`src/semt_pkg.sv`:
```
// shared types and constants for the semaphore table
package semt_pkg;

    localparam int SEM_COUNT  = 16;
    localparam int SemIdxW    = (SEM_COUNT > 1) ? $clog2(SEM_COUNT) : 1;
    localparam int CntW       = 32;

    typedef enum logic [1:0] {
        MODE_OPEN  = 2'd0,
        MODE_POST  = 2'd1,
        MODE_WAIT  = 2'd2,
        MODE_CLOSE = 2'd3
    } t_mode;

    typedef enum logic [1:0] {
        ST_OK      = 2'd0,
        ST_ALREADY = 2'd1,
        ST_ERROR   = 2'd2,
        ST_BLOCK   = 2'd3
    } t_status;

    typedef struct packed {
        logic [1:0]      mode;
        logic [7:0]      sem_index;
        logic [CntW-1:0] amount;
    } t_req;

    typedef struct packed {
        logic [1:0]      status;
        logic [CntW-1:0] count;
        logic            wake;
    } t_rsp;

    typedef enum logic {
        S_IDLE = 1'b0,
        S_EXEC = 1'b1
    } t_state;

    // controller to datapath
    typedef struct packed {
        logic load_req;
        logic commit;
    } t_dp_cmd;

endpackage

```
`src/semaphore_table_core.sv`:
```
// top level of the counting semaphore table
// usage
//   request channel: i_in_valid / o_in_stall carry one request (mode, sem_index,
//   amount); it is taken at a clock edge where valid is high and stall is low
//   response channel: o_out_valid / i_out_stall carry one response (status,
//   count, wake) for every request, in request order
// request path and throughput
//   the request is registered in the request register; then, once the response
//   slot is free, the table entry is read, updated and written back while the
//   response register loads, and the response is shown from that register
//   the block takes no new request until the current one has committed; the
//   bound is the single read-modify-write of the register table
// stall behavior
//   a pending response holds while i_out_stall is high; a new request is still
//   taken, but its update waits until the response slot frees up
// reset
//   synchronous active-low reset closes every entry and zeroes every count,
//   and drops all valid flags; no clearing pass is needed
module semaphore_table_core (
    input  logic           i_clk,
    input  logic           i_rst_n,
    input  logic           i_in_valid,
    output logic           o_in_stall,
    input  semt_pkg::t_req i_in_data,
    output logic           o_out_valid,
    input  logic           i_out_stall,
    output semt_pkg::t_rsp o_out_data
);

    // command bundle from controller to datapath
    semt_pkg::t_dp_cmd w_cmd;

    semt_ctrl u_ctrl (
        .i_clk       (i_clk),
        .i_rst_n     (i_rst_n),
        .i_in_valid  (i_in_valid),
        .o_in_stall  (o_in_stall),
        .o_out_valid (o_out_valid),
        .i_out_stall (i_out_stall),
        .o_cmd       (w_cmd)
    );

    // table, request register and response register
    semt_dp u_dp (
        .i_clk   (i_clk),
        .i_rst_n (i_rst_n),
        .i_cmd   (w_cmd),
        .i_req   (i_in_data),
        .o_rsp   (o_out_data)
    );

endmodule

```
`src/semt_ctrl.sv`:
```
// controller state machine for the semaphore table
module semt_ctrl (
    input  logic              i_clk,
    input  logic              i_rst_n,
    input  logic              i_in_valid,
    output logic              o_in_stall,
    output logic              o_out_valid,
    input  logic              i_out_stall,
    output semt_pkg::t_dp_cmd o_cmd
);

    semt_pkg::t_state r_state, n_state;
    logic             r_out_valid, n_out_valid;
    logic             w_out_free;

    // output slot is empty or drains this cycle
    assign w_out_free = !r_out_valid || !i_out_stall;

    always_comb begin
        n_state = r_state;
        unique case (r_state)
            semt_pkg::S_IDLE: begin
                if (i_in_valid) begin
                    n_state = semt_pkg::S_EXEC;
                end
            end
            semt_pkg::S_EXEC: begin
                if (w_out_free) begin
                    n_state = semt_pkg::S_IDLE;
                end
            end
            default: n_state = semt_pkg::S_IDLE;
        endcase
    end

    always_comb begin
        o_in_stall   = 1'b1;
        o_cmd        = '0;
        n_out_valid  = r_out_valid && i_out_stall;
        unique case (r_state)
            semt_pkg::S_IDLE: begin
                o_in_stall     = 1'b0;
                o_cmd.load_req = i_in_valid;
            end
            semt_pkg::S_EXEC: begin
                if (w_out_free) begin
                    o_cmd.commit = 1'b1;
                    n_out_valid  = 1'b1;
                end
            end
            default: o_in_stall = 1'b1;
        endcase
    end

    always_ff @(posedge i_clk) begin
        if (!i_rst_n) begin
            r_state     <= semt_pkg::S_IDLE;
            r_out_valid <= 1'b0;
        end else begin
            r_state     <= n_state;
            r_out_valid <= n_out_valid;
        end
    end

    assign o_out_valid = r_out_valid;

endmodule

```
`src/semt_dp.sv`:
```
// datapath: request register, semaphore table and result register
module semt_dp (
    input  logic              i_clk,
    input  logic              i_rst_n,
    input  semt_pkg::t_dp_cmd i_cmd,
    input  semt_pkg::t_req    i_req,
    output semt_pkg::t_rsp    o_rsp
);

    semt_pkg::t_req r_req;
    semt_pkg::t_rsp r_rsp, n_rsp;

    logic [semt_pkg::CntW-1:0]      r_counts [semt_pkg::SEM_COUNT];
    logic [semt_pkg::SEM_COUNT-1:0] r_open;

    logic                         w_idx_ok;
    logic [semt_pkg::SemIdxW-1:0] w_idx;
    logic                         w_is_open;
    logic [semt_pkg::CntW-1:0]    w_cur;
    logic [semt_pkg::CntW:0]      w_sum;
    logic [semt_pkg::CntW:0]      w_diff;
    logic [semt_pkg::CntW-1:0]    n_cnt;
    logic                         n_open;

    assign w_idx_ok  = {1'b0, r_req.sem_index} < 9'(semt_pkg::SEM_COUNT);
    assign w_idx     = r_req.sem_index[semt_pkg::SemIdxW-1:0];
    assign w_is_open = w_idx_ok ? r_open[w_idx] : 1'b0;
    assign w_cur     = w_idx_ok ? r_counts[w_idx] : '0;
    assign w_sum     = {1'b0, w_cur} + {1'b0, r_req.amount};
    assign w_diff    = {1'b0, w_cur} - {1'b0, r_req.amount};

    always_comb begin
        n_cnt        = w_cur;
        n_open       = w_is_open;
        n_rsp.status = semt_pkg::ST_ERROR;
        n_rsp.wake   = 1'b0;
        if (w_idx_ok) begin
            if (r_req.mode == semt_pkg::MODE_OPEN) begin
                if (w_is_open) begin
                    n_rsp.status = semt_pkg::ST_ALREADY;
                end else begin
                    n_cnt        = r_req.amount;
                    n_open       = 1'b1;
                    n_rsp.status = semt_pkg::ST_OK;
                end
            end else if (!w_is_open) begin
                n_rsp.status = semt_pkg::ST_ERROR;
            end else begin
                case (r_req.mode)
                    semt_pkg::MODE_POST: begin
                        // saturate on carry out
                        n_cnt        = w_sum[semt_pkg::CntW] ? '1 : w_sum[semt_pkg::CntW-1:0];
                        n_rsp.status = semt_pkg::ST_OK;
                        n_rsp.wake   = 1'b1;
                    end
                    semt_pkg::MODE_WAIT: begin
                        if (!w_diff[semt_pkg::CntW]) begin
                            n_cnt        = w_diff[semt_pkg::CntW-1:0];
                            n_rsp.status = semt_pkg::ST_OK;
                        end else begin
                            n_rsp.status = semt_pkg::ST_BLOCK;
                        end
                    end
                    default: begin
                        n_open       = 1'b0;
                        n_rsp.status = semt_pkg::ST_OK;
                        n_rsp.wake   = 1'b1;
                    end
                endcase
            end
        end
        n_rsp.count = n_cnt;
    end

    always_ff @(posedge i_clk) begin
        if (i_cmd.load_req) begin
            r_req <= i_req;
        end
        if (i_cmd.commit) begin
            r_rsp <= n_rsp;
        end
    end

    always_ff @(posedge i_clk) begin
        if (!i_rst_n) begin
            r_open <= '0;
            for (int i = 0; i < semt_pkg::SEM_COUNT; i++) begin
                r_counts[i] <= '0;
            end
        end else if (i_cmd.commit && w_idx_ok) begin
            r_open[w_idx]   <= n_open;
            r_counts[w_idx] <= n_cnt;
        end
    end

    assign o_rsp = r_rsp;

endmodule
```
`config.mk`:
```
export PLATFORM = sky130hd
export DESIGN_NAME = semaphore_table_core
export DESIGN_NICKNAME = d
export VERILOG_FILES = /design/src/semt_pkg.sv /design/src/semaphore_table_core.sv /design/src/semt_ctrl.sv /design/src/semt_dp.sv
export SDC_FILE = /design/constraint.sdc
export NUM_CORES = 1
export LEC_CHECK = 0
export BUFFER_PORTS_ARGS = -buffer_cell sky130_fd_sc_hd__buf_2
export CELL_PAD_IN_SITES_DETAIL_PLACEMENT = 1
export CELL_PAD_IN_SITES_GLOBAL_PLACEMENT = 2
export CORE_MARGIN = 5
export CORE_UTILIZATION = 48
export DETAILED_ROUTE_END_ITERATION = 12
export GPL_ROUTABILITY_DRIVEN = 0
export HOLD_SLACK_MARGIN = 0.02
export PLACE_DENSITY_LB_ADDON = 0.1
export SLEW_MARGIN = 20
export SYNTH_ARGS = -nofsm -noshare
export SYNTH_HDL_FRONTEND = slang
export SYNTH_SLANG_ARGS = --single-unit
```
`constraint.sdc`:
```
create_clock -name i_clk -period 10.51 [get_ports i_clk]
set_input_delay 0 -clock i_clk [delete_from_list [all_inputs] [get_ports i_clk]]
set_output_delay 0 -clock i_clk [all_outputs]
set_load 0.1 [all_outputs]
```
After elaboration in Yosys (flattened, before gate mapping):

Memory sizes are Yosys's and may differ from the RTL's. A register that Yosys moved wholly into a read port is not among the register bits.
Index checks and enable logic that the tools add are counted.

* memories kept: 1
* register bits: 95
* output and inout bits: 37
* memory bits (writable): 512

Memory list
* u_dp.r_counts: depth 16, width 32, rd ports 1, clocked after Yosys merged registers in 1, wr ports 16, RTL line semt_dp.sv:13 `logic [semt_pkg::CntW-1:0] r_counts [semt_pkg::SEM_COUNT];`

* equality and inequality tests: 2
* reduce and logical (&&, ||, !) cells: 10
* muxes and demuxes: 41
* bitwise logic cells: 3
* order comparisons: 3
* $add $sub $neg: 2

Operator list (count)
* $mux 32: 8
* $pmux 32 s2: 1
* $add 32x32->33: 1
* $sub 32x32->33: 1
* $reduce_or 32->1: 1
* $mux 1: 22
* $bwmux 16: 1
* $lt 8x5->1 const B: 1
* $mux 2: 4
* $mux 4: 2
* $lt 4x5->1 const B: 1
* $bmux 1 s4: 1
* $demux 1 s4: 1
* $ge 4x1->1 const B: 1
* $logic_and 1x1->1: 3
* $not 1->1: 3
* $reduce_or 3->1: 1
* $eq 2x1->1 const B: 1
* $eq 2x2->1 const B: 1
* $logic_not 1->1: 2
* $logic_not 2->1: 1
* $pmux 1 s2: 1
* $reduce_or 2->1: 1
* $logic_or 1x1->1: 1

Longest topological paths before layout:

Gate-level depths: netlist (run 1).

* depth in word-level cells: 10
* depth in mapped cells: 23
* mapped depth without buffers: 16

Modules after synthesis:

From an unflattened synthesis (run 1), not the netlist that was laid out.

* cells, all modules: 2512
* area total of the unflattened synthesis: 31570.3 um^2

By module, submodules not included
* semt_dp: cells an instance 2504, area an instance 31489.0 um^2, times used 1
* semt_ctrl: cells an instance 8, area an instance 81.3 um^2, times used 1

Worst setup path after synthesis (run 1):

OpenSTA, ideal clock, no wires.

* kind: register -> register
* start: register u_ctrl.r_state
* end: memory u_dp.r_counts[14][0] (netlist bit) (enable)
* data required time: 10.042 ns
* setup slack: 3.253 ns
* data arrival time: 6.789 ns
* stages on the path, launching flop included: 5
* period minus slack after synthesis: 7.257 ns
* path through: dfxtp_1 -> a21boi_0 -> and2_1 -> nand3b_1 -> o21ai_0

RTL lines
* start, declared: RTL line semt_ctrl.sv:12 `semt_pkg::t_state r_state, n_state;`
* start signal, assigned: RTL line semt_ctrl.sv:57 `r_state <= semt_pkg::S_IDLE;`
* start signal, assigned: RTL line semt_ctrl.sv:60 `r_state <= n_state;`
* end, declared: RTL line semt_dp.sv:13

==> results.yml, run 1 <==
run_status:
  status: "complete, no violations"
timing:
  layout_min_cycle_time_ns: 7.592
  achievable-frequency_mhz: 131.7
  setup_viol: 0
  timing.clock.skew_ns: 0.02813
  maxSlewViolCount: 0
  worstMarginPinSlew_ns: 1.206
  finalHoldViolations: 0
  period_share_pct: 72.24
  totalNegativeSetupSlack_ns: 0
  relSlewSlack_pct: 19.33
  timing.hold.ws_ns: 0.06000
  setup_repair_after_global_routing_missed_its_margin: "false"
critical_path:
  worstPathArrival_ns: 8.03
  delay_of_the_slowest_cell_on_the_worst_path_ns: 0.84
  critPathKind: "reg -> reg"
  cp_num_buf_inv: 1
  cpMaxStageDelayCell: "o21ai_0"
  setup.worst_path.end_class: "flop"
  timing.critical_path.max_delay_family: "compound AO/OA/AOI/OAI gates"
  critical_path.most_common_cell: "nor2_1"
  critical_path.cell_chain: "buf_12, mux4_2, mux2_2, o21ai_0, nor2_1, ha_1, nand2_1, nor2_1, and4_1, a21o_1, nand2_2, o211a_1, o21ai_0, a31oi_2, nor2_1"
  worst_setup_path_start_kind: "flop"
  critical_path.max_fanout: 84
  critical_path_required_ns: 10.94
cts:
  clock_sink_count: 611
  postCtsSetupRepairBufs: 0
  postCtsHoldBufs: 44
  worstSkewPairLatency_ns: 0.61
  cts_max_path_buffers: 3
  cts_htree_levels: 3
  clk_pin_slew_ns: 0.06
  tritoncts: "yes"
  cts_buffers: 67
  post_cts.resized_instances: 0
  clk_root_buffer_cell: "clkbuf_16"
detailed_routing:
  detail_route.vias_per_cell: 6.437
  first_iter_violations: 2662
  dr.pass1.iters: 5
  dr_vias: 22190
  post_detailed_route_drc_marker_count: 0
  drt_wl_total_um: 109200
  drt-wirelength-per-cell_um: 31.67
  postRouteAntennaNets: 0
power:
  vdd.ir_drop.worst_mv: 0.1230
  pwr_cell_area_nw_per_um2: 167.4
  static-leakage-power_uw: 0.01232
floorplanning:
  core-area_um2: 64120
  num_io_pins: 83
  effective_utilization_at_floorplan_pct: 48.15
  die-area_um2: 69480
  die_height_um: 263.6
  num_rows: 93
  die_w_um: 263.6
yosys:
  synth-async-reset-ratio_pct: 0
  yosysWarnings: 0
  synth_nets: 2597
  synth_enable_flop_cells: 589
  synth.yosys.seq_area_share_pct: 58.72
  synth_flop_cell: "edfxtp_1"
  syn_area_per_cell_um2: 12.44
  synth.distinct_cells: 84
  synth-seq-cells: 611
  syn-instance-count: 2481
  synthesis.area_um2: 30870
final_layout:
  syn2layout_area_growth_pct: 12.48
  final_layout_size_suffix_gt1_share_pct: 19.14
  num-nets-final: 2655
flow_run:
  cap_violations: 0
grt:
  grt_start_max_net_pins: 85
  grt_pass1_vias: 23000
  grt_resource_usage_total_pct: 30.67
  antenna_found_initial: 2
  overflow: 0
  grt_first_pass_wirelength_um: 156900
placed_design:
  post-dp-hpwl_um: 64550
  port_buffers: 82
hold_path:
  worst_hold_path_type: "in -> reg"
-- sequential cells by signal, indices dropped and copies added (netlist names), named ones only --
signal / flops
u_ctrl.r_state: 1
u_ctrl.o_out_valid: 1
u_dp.r_req: 42
u_dp.r_open: 16
u_dp.r_counts: 512
u_dp.o_rsp: 35
-- per-stage QoR --
| stage | utilization, % | instances | setup WS [ns] | power (uW) | area [um2] |
|---|---|---|---|---|---|
| after floorplan | - | 2481 | 3.253 | 3346 | 30870 |
| final | 54.15 | 3448 | 2.918 | 5811 | 34720 |
| after CTS | 54.12 | 3447 | 3.091 | 5824 | 34700 |
| after detailed placement | 50.26 | 3281 | 3.098 | 3603 | 32220 |
| after global routing | 54.15 | 3448 | 2.678 | 5978 | 34720 |
| after global placement | 50.20 | 3279 | 3.097 | 3583 | 32180 |
-- cell families (layout without fill, tap and decap cells) --
family / after synthesis / after routing / share of synthesized area, %
buffers and inverters: 312 / 423 / 4.232
muxes: 175 / 175 / 12.38
other: 0 / 1 / 0
AOI/OAI and AO/OA: 447 / 447 / 9.797
DFF: 611 / 611 / 58.72
adders and majority gates: 70 / 70 / 2.886
xor gates and xnor gates: 13 / 13 / 0.3688
and+or+nand+nor: 853 / 853 / 11.61
-- where the power goes --
group | internal, uW | switching (uW)
logic | 254 | 507
registers | 2760 | 58.5
clock network | 1210 | 1020
total | 4230 | 1580
-- final timing paths --
check / cells after the start / startpoint / endpoint / slack, ns
max: 15 / flop / u_dp.r_counts[3][19]$_SDFFCE_PN0P_ / 2.92
min: 3 / i_rst_n / u_ctrl.r_state$_SDFF_PN0_ / 0.06
max reg2reg: 15 / flop / u_dp.r_counts[3][19]$_SDFFCE_PN0P_ / 2.92
min reg2reg: 2 / u_dp.r_open[1]$_SDFFE_PN0P_ / u_dp.r_open[1]$_SDFFE_PN0P_ / 0.47
-- layer usage --
layer,GRT usage (%),up-vias,routed length [um]
met5,0,-,13
met4,9.982,2,4044
met3,6.598,228,9419
met2,52.54,1071,54410
met1,39.23,11600,41300
li1,-,9292,-
-- worst register-to-register path: stages (launching register included) --
cell and delay [ns]:
dfxtp_4 0.70, buf_12 0.54, mux4_2 0.81, mux2_2 0.27
o21ai_0 0.84, nor2_1 0.17, ha_1 0.47, nand2_1 0.19
nor2_1 0.55, and4_1 0.39, a21o_1 0.47, nand2_2 0.45
o211a_1 0.35, o21ai_0 0.46, a31oi_2 0.48, nor2_1 0.30
-- Yosys cell counts (10+ instances only) --
library cell	number	share of area [%]
o21ai_1	11	0.18
inv_1	111	1.3
nor2b_1	11	0.22
a21o_1	16	0.39
a31oi_1	16	0.32
nand2_1	94	1.1
o21bai_1	14	0.34
edfxtp_1	589	57
o22ai_1	23	0.47
ha_1	68	2.8
nor2_1	592	7.2
clkbuf_1	112	1.4
nor2_2	11	0.22
mux4_2	161	12
nand2b_1	11	0.22
o211ai_1	14	0.34
o21ai_0	89	1.4
buf_2	63	1.0
nor3_1	35	0.57
and2_1	34	0.69
dfxtp_1	22	1.4
xnor2_1	11	0.31
a21oi_1	121	2.0
nand3_1	19	0.31
a221o_1	10	0.32
o31a_1	11	0.31
-- area by class of cell --
type                            count  area, um2
Fill cell                        6494      29390
Sequential cell                   611      18140
Multi-Input combinational cell   1558      11720
Clock buffer                       86       1779
Timing Repair Buffer              183       1311
Tap cell                          855       1070
Inverter                          118      442.9
Clock inverter                     36      257.7
Antenna cell                        1      2.502
-- cell usage in the layout (no fill, tap or decap), types with 34 or more instances in the layout --
master | netlist | layout
buf_2 | 63 | 82
mux4_2 | 161 | 161
dlygate4sd3_1 | 0 | 44
a21oi_1 | 121 | 120
inv_1 | 111 | 111
o21ai_0 | 89 | 73
nand2_1 | 94 | 80
edfxtp_1 | 589 | 589
buf_4 | 7 | 53
ha_1 | 68 | 67
clkbuf_16 | 0 | 68
nor2_1 | 592 | 592
nor3_1 | 35 | 35
and2_1 | 34 | 34
No activity file was read; power rests on OpenSTA's default activity.
==> inputs of run 2 (changes only) <==
Settings changed: CORE_UTILIZATION 48 to 44.
Clock period 10.51 ns to 7.2 ns, I/O delays scaled along.
==> run 2 against run 1 <==
- worst setup slack got worse by 2.5 ns
- critical path depth rose by 1
- count of clock-buffer cells in the layout fell by 6
- first-iteration DRC count fell by 8.1%
- critical path type unchanged
- register-to-register slack got worse by 2.5 ns
- core utilization fell by 3.5 points
- largest power group unchanged
- sequential share of layout area fell by 0.95 points
==> results.yml, run 2 (synthesis results as in run 1) <==
grt:
  grt_start_max_net_pins: 46
  antenna_found_initial: 1
  grt_pass1_vias: 22800
  gr_layer_usage_met3_pct: 4.055
  busiest_metal_layer_after_global_routing: "met2"
  grt_resource_usage_total_pct: 28.70
  global_route.usage.met2_pct: 49.32
  grt_first_pass_wirelength_um: 158100
  overflow: 0
  grt.met1_usage_pct: 39.05
cts:
  cts_buffers: 70
  cts_max_path_buffers: 3
  tritoncts: "yes"
  clk_pin_slew_ns: 0.06
  clk_root_buffer_cell: "clkbuf_16"
  worstSkewPairLatency_ns: 0.62
  postCtsSetupRepairBufs: 0
  clock_sink_count: 611
  cts_htree_levels: 3
detailed_routing:
  drt-wirelength-per-cell_um: 30.68
  postRouteAntennaNets: 0
  dr_vias: 22230
  drt_wl_total_um: 109500
  first_iter_violations: 2446
  dr.pass1.iters: 6
  post_detailed_route_drc_marker_count: 0
  detail_route.vias_per_cell: 6.231
placed_design:
  port_buffers: 82
  place.detailed.instances: 3395
  post-dp-hpwl_um: 65430
run_status:
  status: "complete, no violations"
timing:
  setup_repair_after_global_routing_missed_its_margin: "false"
  layout_min_cycle_time_ns: 6.818
  maxSlewViolCount: 0
  achievable-frequency_mhz: 146.7
  timing.clock.skew_ns: 0.02667
  relSlewSlack_pct: 21.85
  setup_viol: 0
  worstMarginPinSlew_ns: 1.168
  totalNegativeSetupSlack_ns: 0
  finalHoldViolations: 0
  period_share_pct: 94.69
critical_path:
  critPathKind: "reg -> reg"
  cpMaxStageDelayCell: "nor2_2"
  critical_path.cell_chain: "buf_12, mux4_2, mux4_2, and2_1, ha_1, clkinv_1, nor3_1, and2_1, and4_1, a21oi_2, buf_4, nor2_2, a221oi_1, o21ai_0, a31oi_2, nor2_1"
  timing.critical_path.max_delay_family: "simple AND/OR/NAND/NOR gates"
  critical_path_required_ns: 7.65
  worstPathArrival_ns: 7.27
  worst_setup_path_start_kind: "flop"
  cp_num_buf_inv: 3
  setup.worst_path.end_class: "flop"
  delay_of_the_slowest_cell_on_the_worst_path_ns: 0.79
  critical_path.max_fanout: 30
floorplanning:
  effective_utilization_at_floorplan_pct: 44.23
  core-area_um2: 69790
  die-area_um2: 75560
  num_rows: 97
  num_io_pins: 83
  die_height_um: 274.9
  die_w_um: 274.9
hold_path:
  worst_hold_path_type: "in -> reg"
  min-delay-start: "i_in_data[40]"
power:
  pwr_cell_area_nw_per_um2: 251.1
  static-leakage-power_uw: 0.01258
  clock_power_share_pct: 41.0
  power.share.combinational_pct: 12.8
  power_switching_uw: 2376
  pwr-share-seq_pct: 46.2
  vdd.ir_drop.worst_mv: 0.1885
  internal_power_uw: 6504
  p_sw_share_pct: 26.75
final_layout:
  mostFrequentLayoutCells: "nor2_1 (592), edfxtp_1 (589), mux4_2 (161)"
  fillerInstances: 7106
  largest_register: "u_dp.r_counts"
  largest_register_ffs: 512
  ff_latch_area_um2: 18140
  multi_input_area_um2: 11700
  final_cells: 3568
  num-nets-final: 2688
  final_common_cell: "nor2_1"
  final_layout_size_suffix_gt1_share_pct: 20.63
  syn2layout_area_growth_pct: 14.55
flow_run:
  cap_violations: 0
-- run 2: cell count changes in the layout (fill, tap and decap cells not counted), moves of 3 or more --
cell        delta
buf_4         +28
clkinv_2       +5
clkbuf_1       -8
buf_12         +3
clkinv_1       -5
clkinvlp_4     +3
bufinv_16      +7
clkbuf_16      +3
-- run 2: repair_timing --
action,4_1_cts,5_1_grt
resized for setup,0,0
hold endpoints to repair,68,0
hold buffers,45,0
-- run 2: per-layer routing --
metal | up-vias | routed length [um] | part of all wire (%)
met4 | 0 | 2663 | 2.4
met3 | 166 | 7846 | 7.2
met2 | 935 | 54550 | 50
met1 | 11780 | 44410 | 41
met5 | - | 0 | 0
li1 | 9348 | - | -
-- run 2: final timing paths --
kind                                    endpoint  slack [ns]  cells past startpoint
max          u_dp.r_counts[11][24]$_SDFFCE_PN0P_        0.38                     16
min                     u_dp.r_req[40]$_DFFE_PP_         0.1                      2
max reg2reg  u_dp.r_counts[11][24]$_SDFFCE_PN0P_        0.38                     16
min reg2reg          u_dp.r_open[8]$_SDFFE_PN0P_        0.47                      2
-- run 2: power groups by stage --
stage | Combinational (uW) | Sequential [uW] | Clock, uW
after global routing | 1190 | 4110 | 3860
final | 1130 | 4100 | 3640
after detailed placement | 1100 | 4180 | 0
after CTS | 1130 | 4110 | 3700
after global placement | 1090 | 4170 | 0
after floorplan | 653 | 4230 | 0
-- run 2: final cells by class --
class                      instances  share of cell area, %
clock buffer                      80                  5.120
antenna                            1               0.007077
clock inverter                    47                  1.479
multi-input combinational       1558                  33.09
tap                              940                  3.326
timing repair buffer             213                  4.437
inverter                         118                  1.253
sequential                       611                  51.29
-- run 2: worst reg2reg max path, stage by stage, from the launching register on --
cell and delay [ns]:
dfxtp_4 0.58, buf_12 0.32, mux4_2 0.62, mux4_2 0.53, and2_1 0.20, ha_1 0.52
clkinv_1 0.38, nor3_1 0.51, and2_1 0.24, and4_1 0.34, a21oi_2 0.09, buf_4 0.19
nor2_2 0.79, a221oi_1 0.19, o21ai_0 0.41, a31oi_2 0.46, nor2_1 0.27
-- run 2: per-stage QoR --
step                setup WS (ns)  total power [uW]  area (um2)  hold slack [ns]  utilization (%)
CTS                        0.4645              8930       35350          0.07100            50.65
global route              0.07305              9162       35360          0.08102            50.67
floorplan                  0.9275              4884       30870          0.09887                -
detailed placement         0.5045              5282       32560           0.1783            46.66
finish                     0.3823              8880       35360          0.09862            50.67
global placement           0.6672              5259       32560           0.1777            46.66
==> inputs of run 3 (changes only) <==
--- a/config.mk
+++ b/config.mk
@@ -11,3 +11,3 @@
 export CORE_MARGIN = 5
-export CORE_UTILIZATION = 44
+export CORE_UTILIZATION = 35
 export DETAILED_ROUTE_END_ITERATION = 12
--- a/constraint.sdc
+++ b/constraint.sdc
@@ -3,2 +3,2 @@
 set_output_delay 0 -clock i_clk [all_outputs]
-set_load 0.1 [all_outputs]
+set_load 0.01 [all_outputs]
==> run 3 against run 2 <==
- critical path type unchanged
- core utilization decreased by 9.9 points
- global-route usage down 4.2 points
- critical path depth shrank 1
- die area increased by 25%
- first-iteration DRC count decreased by 8.7%
- clock power barely moved
- hold slack got worse by 0.021 ns
- non-clock buffer count increased by 22
- flip-flop and latch count unchanged
==> results.yml, run 3 (synthesis results as in run 1) <==
run_status:
  status: "complete, no violations"
floorplanning:
  num_rows: 109
  effective_utilization_at_floorplan_pct: 35.09
  die_height_um: 307.0
  num_io_pins: 83
  core-area_um2: 87970
  die_w_um: 307.0
  die-area_um2: 94240
critical_path:
  reg2regPathDepth: 15
  critPathKind: "reg -> reg"
  critical_path.cell_chain: "buf_4, mux4_2, mux4_2, and2_1, ha_1, nand4_1, a211oi_1, a21boi_0, a21boi_0, o21bai_1, a31oi_1, a221o_1, a21oi_1, o22a_1, inv_1"
  worst_setup_path_start_kind: "flop"
  delay_of_the_slowest_cell_on_the_worst_path_ns: 0.58
  worstPathArrival_ns: 6.90
  ff2ff_setup_slack_ns: 0.65
  critical_path.max_fanout: 24
  cpMaxStageDelayCell: "mux4_2"
  critical_path_required_ns: 7.55
  worstReg2RegEnd: "u_dp.o_rsp[32]$_DFFE_PP_"
  setup.worst_path.end_class: "flop"
detailed_routing:
  dr.pass1.iters: 5
  first_iter_violations: 2233
  postRouteAntennaNets: 0
  post_detailed_route_drc_marker_count: 0
  drt_wl_total_um: 117900
  dr_vias: 21750
  detail_route.vias_per_cell: 5.695
  drt-wirelength-per-cell_um: 30.88
timing:
  period_share_pct: 90.99
  achievable-frequency_mhz: 152.6
  maxSlewViolCount: 0
  finalHoldViolations: 0
  timing.clock.skew_ns: 0.02268
  totalNegativeSetupSlack_ns: 0
  setup_viol: 0
  worstMarginPinSlew_ns: 1.108
  layout_min_cycle_time_ns: 6.551
  setup_repair_after_global_routing_missed_its_margin: "false"
  relSlewSlack_pct: 26.04
final_layout:
  final_common_cell: "nor2_1"
  final_layout_size_suffix_gt1_share_pct: 21.33
  ff_latch_area_um2: 18140
  syn2layout_area_growth_pct: 16.25
  largest_register_ffs: 512
  mostFrequentLayoutCells: "nor2_1 (591), edfxtp_1 (589), mux4_2 (161)"
  multi_input_area_um2: 11710
  largest_register: "u_dp.r_counts"
  fillerInstances: 9179
  num-nets-final: 2713
  design_area_um2: 35890
power:
  pwr_cell_area_nw_per_um2: 246.9
  vdd.ir_drop.worst_mv: 0.1612
  static-leakage-power_uw: 0.01272
cts:
  postCtsSetupRepairBufs: 0
  tritoncts: "yes"
  cts_htree_levels: 3
  clock_sink_count: 611
  cts_buffers: 73
  worstSkewPairLatency_ns: 0.64
  clk_root_buffer_cell: "clkbuf_16"
  clk_pin_slew_ns: 0.06
  cts_max_path_buffers: 3
grt:
  grt_pass1_vias: 22940
  overflow: 0
  grt_first_pass_wirelength_um: 166500
  grt_resource_usage_total_pct: 24.51
  antenna_found_initial: 1
  grt_start_max_net_pins: 57
placed_design:
  port_buffers: 82
  post-dp-hpwl_um: 69650
  postPlaceCellArea_um2: 33090
hold_path:
  hold_path_end: "u_dp.r_req[18]$_DFFE_PP_"
  whs_path_depth: 2
  worst_hold_path_type: "in -> reg"
  min-delay-start: "i_in_data[18]"
flow_run:
  cap_violations: 0
run 3: cell count changes in the layout (fill, tap and decap cells not counted), sizes merged:
cell      delta
clkinv       +2
clkbuf       +8
bufinv       -2
clkinvlp     -1
inv          -3
buf         +22
run 3: worst max path at each step:
| stage | startpoint | slack (ns) | to |
|---|---|---|---|
| after detailed placement | flop | 0.42 | u_dp.o_rsp[32]$_DFFE_PP_ |
| after global placement | flop | 0.34 | u_dp.o_rsp[32]$_DFFE_PP_ |
| after global routing | flop | 0.09 | u_dp.o_rsp[32]$_DFFE_PP_ |
| after floorplan | u_ctrl.r_state$_SDFF_PN0_ | 0.58 | u_dp.r_counts[14][0]$_SDFFCE_PN0P_ |
| final | flop | 0.65 | u_dp.o_rsp[32]$_DFFE_PP_ |
| after CTS | flop | 0.40 | u_dp.o_rsp[32]$_DFFE_PP_ |
run 3: critical path, delay by kind of cell (launching register included):
kind	cells	cell delay (ns)
buffers and inverters	2	0.62
DFF	1	0.38
adders and majority gates	1	0.50
muxes	2	1.13
and+or+nand+nor	2	0.61
AOI/OAI and AO/OA	8	2.98
run 3: repair_timing:
action | 4_1_cts | 5_1_grt
hold buffers | 45 | 0
hold endpoints to repair | 48 | 0
gates resized for setup | 0 | 0
run 3: power by group:
group          internal [uW]  switching [uW]  total, uW  leakage [uW]
clock                   2100            1560       3660       0.00114
sequential              4030            73.2       4100       0.00618
combinational            404             693       1100       0.00540
total                   6530            2330       8860        0.0127
run 3: cell type report:
type,count,area share (%)
diodes,1,0.006973
clock buffers,88,5.366
clock inverters,43,1.126
inverters,118,1.234
multi-input cells,1558,32.62
flip-flops and latches,611,50.54
well taps,1165,4.062
repair buffers,235,5.042
run 3: metal layers:
metal / vias up / track usage [%] / routed length (um) / part of all wire [%]
li1: 9403 / - / - / -
met1: 11460 / 32.45 / 49980 / 42
met2: 711 / 42.10 / 57600 / 49
met3: 177 / 3.926 / 6966 / 5.9
met4: 0 / 6.853 / 3396 / 2.9
met5: - / 0 / 0 / 0
run 3: per-stage QoR:
| step | setup WS [ns] | util [%] | instances | hold WS [ns] | total power (uW) |
|---|---|---|---|---|---|
| 2_1_floorplan | 0.5756 | - | 2481 | 0.09887 | 4796 |
| 3_3_place_gp | 0.3420 | 37.61 | 3642 | 0.1766 | 5238 |
| 5_1_grt | 0.08772 | 40.79 | 3818 | 0.05318 | 9161 |
| 6_report | 0.6488 | 40.80 | 3819 | 0.07715 | 8859 |
| 3_5_place_dp | 0.4199 | 37.62 | 3642 | 0.1788 | 5252 |
| 4_1_cts | 0.3996 | 40.78 | 3818 | 0.03620 | 8950 |
